`config.mk`:
```
export PLATFORM = sky130hd
export DESIGN_NAME = i8mlp_mac
export DESIGN_NICKNAME = d
export VERILOG_FILES = /design/src/hdl/int8_two_layer_mlp_defines.svh /design/src/hdl/i8mlp_pkg.sv /design/src/hdl/i8mlp_mac.sv
export SDC_FILE = /design/constraint.sdc
export NUM_CORES = 1
export LEC_CHECK = 0
export BUFFER_PORTS_ARGS = -buffer_cell sky130_fd_sc_hd__buf_2
export CAP_MARGIN = 10
export CORE_AREA = 2 2 166 168
export CTS_CLUSTER_DIAMETER = 40
export CTS_CLUSTER_SIZE = 24
export DETAILED_ROUTE_END_ITERATION = 10
export DIE_AREA = 0 0 168 170
export GPL_TIMING_DRIVEN = 0
export PLACE_DENSITY = 0.5
export RECOVER_POWER = 25
export SETUP_SLACK_MARGIN = 0.4
export SLEW_MARGIN = 20
export SYNTH_ARGS = -nofsm -noshare
export SYNTH_HDL_FRONTEND = slang
export SYNTH_SLANG_ARGS = --single-unit
export TNS_END_PERCENT = 20
```
`constraint.sdc`:
```
create_clock -name clock -period 6.9 [get_ports clock]
set_clock_uncertainty 0.15 [all_clocks]
set_input_delay 0.69 -clock clock [delete_from_list [all_inputs] [get_ports clock]]
set_output_delay 0.69 -clock clock [all_outputs]
set_load 0.005 [all_outputs]
```
`src/hdl/int8_two_layer_mlp_defines.svh`:
```
// ----------------------------------------------------------------------------
// int8_two_layer_mlp_defines
// Assertion macros shared by the two-layer perceptron RTL.
// ----------------------------------------------------------------------------
`ifndef INT8_TWO_LAYER_MLP_DEFINES_SVH
`define INT8_TWO_LAYER_MLP_DEFINES_SVH

// same-cycle implication
`define I8MLP_ASSERT_IMPLY(label, clk, rst, ante, cons) \
   label: assert property (@(posedge clk) disable iff (rst) (ante) |-> (cons)) \
      else $error("same-cycle implication violated");

// next-cycle implication
`define I8MLP_ASSERT_NEXT(label, clk, rst, ante, cons) \
   label: assert property (@(posedge clk) disable iff (rst) (ante) |=> (cons)) \
      else $error("next-cycle implication violated");

`endif

```
`src/hdl/i8mlp_pkg.sv`:
```
// ----------------------------------------------------------------------------
// i8mlp_pkg
// Field widths, operation codes and shared types of the int8 perceptron.
// ----------------------------------------------------------------------------
package i8mlp_pkg;

   localparam int OP_W   = 2;
   localparam int ROW_W  = 5;
   localparam int COL_W  = 5;
   localparam int VAL_W  = 8;
   localparam int IDX_W  = 3;
   localparam int PROD_W = 16;
   localparam int ACC_W  = 32;

   localparam int DEF_NUM_INPUTS  = 16;
   localparam int DEF_NUM_HIDDEN  = 32;
   localparam int DEF_NUM_OUTPUTS = 8;

   localparam logic [OP_W-1:0] OP_WR_L1 = 2'd0;
   localparam logic [OP_W-1:0] OP_WR_L2 = 2'd1;
   localparam logic [OP_W-1:0] OP_ACT   = 2'd2;

   localparam logic signed [ACC_W-1:0] SAT_HI = 127;
   localparam logic signed [ACC_W-1:0] SAT_LO = -128;

   typedef struct packed {
      logic valid;
      logic first;
      logic last;
      logic layer2;
   } mac_ctrl_type;

   typedef struct packed {
      logic busy;
      logic wr_en;
      logic layer2;
   } mac_stat_type;

endpackage

```
`src/hdl/i8mlp_mac.sv`:
```
// ----------------------------------------------------------------------------
// i8mlp_mac
// Shared multiply-accumulate: registered 8x8 product, 32-bit accumulator and
// clamp of the finished sum (0..127 for layer 1, -128..127 for layer 2).
// ----------------------------------------------------------------------------
module i8mlp_mac (
   input  logic                                clock,
   input  logic                                reset,
   input  i8mlp_pkg::mac_ctrl_type             ctrl,
   input  logic signed [i8mlp_pkg::VAL_W-1:0]  op_a,
   input  logic signed [i8mlp_pkg::VAL_W-1:0]  op_b,
   output i8mlp_pkg::mac_stat_type             stat,
   output logic signed [i8mlp_pkg::VAL_W-1:0]  result
);

   i8mlp_pkg::mac_ctrl_type                   ctrl2_ff;
   logic signed [i8mlp_pkg::PROD_W-1:0]       prod_in;
   logic signed [i8mlp_pkg::PROD_W-1:0]       prod_ff;
   logic signed [i8mlp_pkg::ACC_W-1:0]        acc_in;
   logic signed [i8mlp_pkg::ACC_W-1:0]        acc_ff;
   logic signed [i8mlp_pkg::ACC_W-1:0]        lo_bound;

   assign prod_in = op_a * op_b;

   always_ff @(posedge clock) begin
      if (reset) begin
         ctrl2_ff <= '0;
      end else begin
         ctrl2_ff <= ctrl;
      end
   end

   always_ff @(posedge clock) begin
      prod_ff <= prod_in;
      if (ctrl2_ff.valid) begin
         acc_ff <= acc_in;
      end
   end

   always_comb begin
      if (ctrl2_ff.first) begin
         acc_in = i8mlp_pkg::ACC_W'(prod_ff);
      end else begin
         acc_in = acc_ff + i8mlp_pkg::ACC_W'(prod_ff);
      end
   end

   assign lo_bound = ctrl2_ff.layer2 ? i8mlp_pkg::SAT_LO : '0;

   always_comb begin
      if (acc_in > i8mlp_pkg::SAT_HI) begin
         result = i8mlp_pkg::SAT_HI[i8mlp_pkg::VAL_W-1:0];
      end else if (acc_in < lo_bound) begin
         result = lo_bound[i8mlp_pkg::VAL_W-1:0];
      end else begin
         result = acc_in[i8mlp_pkg::VAL_W-1:0];
      end
   end

   assign stat.busy   = ctrl2_ff.valid;
   assign stat.wr_en  = ctrl2_ff.valid & ctrl2_ff.last;
   assign stat.layer2 = ctrl2_ff.layer2;

endmodule

```
==> reports/metrics.csv <==
metric,value,unit
Syn Area/Cell,9.145,µm²
"Setup violations, final",0,
Vias,5165,
post-route clock period utilization,87.57,%
max-slew violations,26,
Max Fclk,165.5,MHz
CTS tree,yes,
vias in the first global route,5261,
vias per cell,4.687,
status,"finished, violations left",
crit path max-delay cell type,buf_1,
WL final,15.76,mm
Clock Sinks,52,
# diodes,0,
R2R cell count,6,
RR Startpoint,ctrl2_ff[2],
WS Path Type,register to output port,
Root Buffer,clkbuf_16,
hold buffer count at CTS,0,
Routed Antenna Nets,0,
Boundary Pins,33,
crit path cell chain,"clkbuf_1, buf_1, buf_1, buf_1, buf_2, o21ai_0, ha_1, a21o_1, a21o_1, a21oi_1, nor2_1, a211oi_1, o211ai_1, xnor2_1, a31oi_4, nand2_1, o211a_1, buf_2",
Mapped Area,0.006594,mm²
DP HPWL,13.13,mm
TritonRoute pass-1 iters,4,
critical path capture point type,output port,
# fillers,2866,
Hold WC Path Type,primary input to register,
worst-path maximum fanout,10,
post-synthesis sequential area ratio,20.65,%
Num CTS Buffers,5,
Crit path top cell by count,buf_1,
unrepaired setup endpoints after global routing,false,
#FFs+latches synth,52,
H-Tree Depth,2,
Slew HR,-1.669,%
Chip Width,168,µm
CTS resizes,1,
design area,0.007365,mm²
clock-pin slew on the worst setup and hold paths,0.08,ns
share of layout cells above drive strength 1,8.804,%
r2r setup slk,3.53,ns
GRT Util Overall,11.34,%
area grow syn2layout,11.69,%
Final Critical Period,6.042,ns
DRC,0,
"Warnings, synthesis",0,
core area,0.02665,mm²
max-cap violation count,1,
critical path's largest stage delay,0.52,ns
Reg2Reg Capture Point,acc_ff[23],
Cell Rows,60,
CP Launch Type,register,
Critical Path AT,5.20,ns
total grt overflow,0,
Yosys cell types,67,
Starting Density,24.74,%
Post-synth EDFFs,32,
CP endpoint,result[7],
failing checks,"max-capacitance violations, max-slew violations",
DR iter-0 viols,280,
die height,170,µm
initial antenna violation count,0,
Post-synth top flop,edfxtp_1,
min-delay src,reset,
fraction of registers with async set/reset,0,%
synthesized instance count,721,
WL/cell,14.30,µm
post-route setup slack,0.8576,ns
setup TNS,0,ns
global-route wire length before repair,26.35,mm
Final Net Count,922,
gp weighted congestion,0.8929,
CP required,6.06,ns
final cell count without fillers,1102,
Synthesized Nets,883,
CTS Buffer Depth,2,
worst slew pin tran,1.525,ns
largest net degree at the start of global routing,27,
crit path from,ctrl2_ff[2],
Placed Instances,1094,
# Post-CTS Setup Buffers,0,
later-pin clock latency in the skew report,0.30,ns
Fin. Hold Viols,0,
Die ar.,0.02856,mm²
I/O Buffers,31,
Place WS,0.6526,ns
Area after DPL,0.007197,mm²
==> synth_stat cells (3+ instances only) <==
library cell,number,area share (%)
ha_1,84,16
mux2i_1,8,1.2
a21oi_1,40,3.0
o21ai_1,9,0.68
inv_1,71,4.0
o211ai_1,6,0.68
nor2_1,37,2.1
a211oi_1,7,0.80
a31oi_1,6,0.57
fa_1,56,17
nand3_1,8,0.61
a21oi_2,4,0.53
and2_1,42,4.0
o21bai_1,3,0.34
nand2_1,73,4.2
a31o_2,3,0.40
nand2b_1,16,1.5
buf_1,4,0.23
and3_1,5,0.47
xor2_1,8,1.1
a211o_1,4,0.53
clkbuf_1,6,0.34
o21a_1,12,1.4
nor3_1,7,0.53
a21boi_0,3,0.34
a21o_1,14,1.6
nand4_1,11,1.0
edfxtp_1,32,15
buf_2,3,0.23
nor2b_1,15,1.4
xnor2_1,26,3.5
dfxtp_1,20,6.1
o211a_1,4,0.61
o21ai_0,31,2.4
==> cells in the final DEF (no fill, tap or decap), types with 6 or more instances in the layout <==
master	n
nor3_1	6
o21ai_1	9
a21oi_1	40
inv_1	71
nor2b_1	15
o211ai_1	6
a211oi_1	6
dfxtp_1	19
edfxtp_1	32
nand4_1	11
o21ai_0	31
nand2_1	73
nand3_1	8
nand2b_1	16
o21a_1	12
buf_2	34
mux2i_1	8
nor2_1	37
a21o_1	14
xor2_1	8
and2_1	42
clkbuf_1	8
fa_1	56
xnor2_1	26
ha_1	84
==> sequential cells by signal, summed over array words and instances, names as in the netlist <==
signal and flops:
stat 2, acc_ff 32, ctrl2_ff 2, prod_ff 16
==> layout make-up <==
cell class	instances	area (µm²)	area share (%)
buffer	16	76.32	1.036
tap	341	426.7	5.793
sequential	52	1363	18.50
clock buffer	5	125.1	1.699
inverter	71	266.5	3.619
clock inverter	3	33.78	0.4587
timing repair buffer	32	157.7	2.141
multi-input combinational	582	4916	66.75
==> critical path, delay by kind of cell, from the launching register on <==
kind / cells / cell delay (ns)
buf+inv: 6 / 2.44
compound gates: 8 / 1.56
flops: 1 / 0.31
fa+ha+maj: 1 / 0.23
xor+xnor: 1 / 0.18
simple gates: 2 / 0.15
==> kinds of logic after synthesis <==
group | share of synthesized area, %
multiplexers | 1.214
flip-flops | 20.65
XOR/XNOR | 4.516
AO/OA/AOI/OAI | 17.67
buffers and inverters | 5.180
AND/OR/NAND/NOR | 17.84
adder cells (fa/ha/maj) | 32.94
==> stage by stage <==
stage | utilization, % | hold slack, ns
finish | 27.63 | 0.4218
global route | 27.63 | 0.4364
CTS | 27.61 | 0.4117
detailed placement | 27.00 | 0.4324
global placement | 26.92 | 0.4159
floorplan | - | 0.3844
==> how the worst min path moves through the flow <==
| stage | endpoint | slack [ns] | depth (start not counted) |
|---|---|---|---|
| after floorplan | acc_ff[0] | 0.38 | 2 |
| after global placement | acc_ff[0] | 0.42 | 2 |
| after detailed placement | acc_ff[0] | 0.43 | 2 |
| after CTS | stat[2] | 0.41 | 2 |
| after global routing | ctrl2_ff[1] | 0.44 | 2 |
| final | stat[2] | 0.42 | 2 |
==> per-layer routing <==
metal / vias up / global-route usage (%) / routed length, µm
li1: 2610 / - / -
met1: 2459 / 14.97 / 7751
met2: 76 / 19.96 / 7389
met3: 20 / 0.7674 / 273
met4: 0 / 3.327 / 345
met5: - / 0 / 0
Power is not shown: default switching activity piles up to over one toggle a cycle in this logic, so the estimate is an artifact.
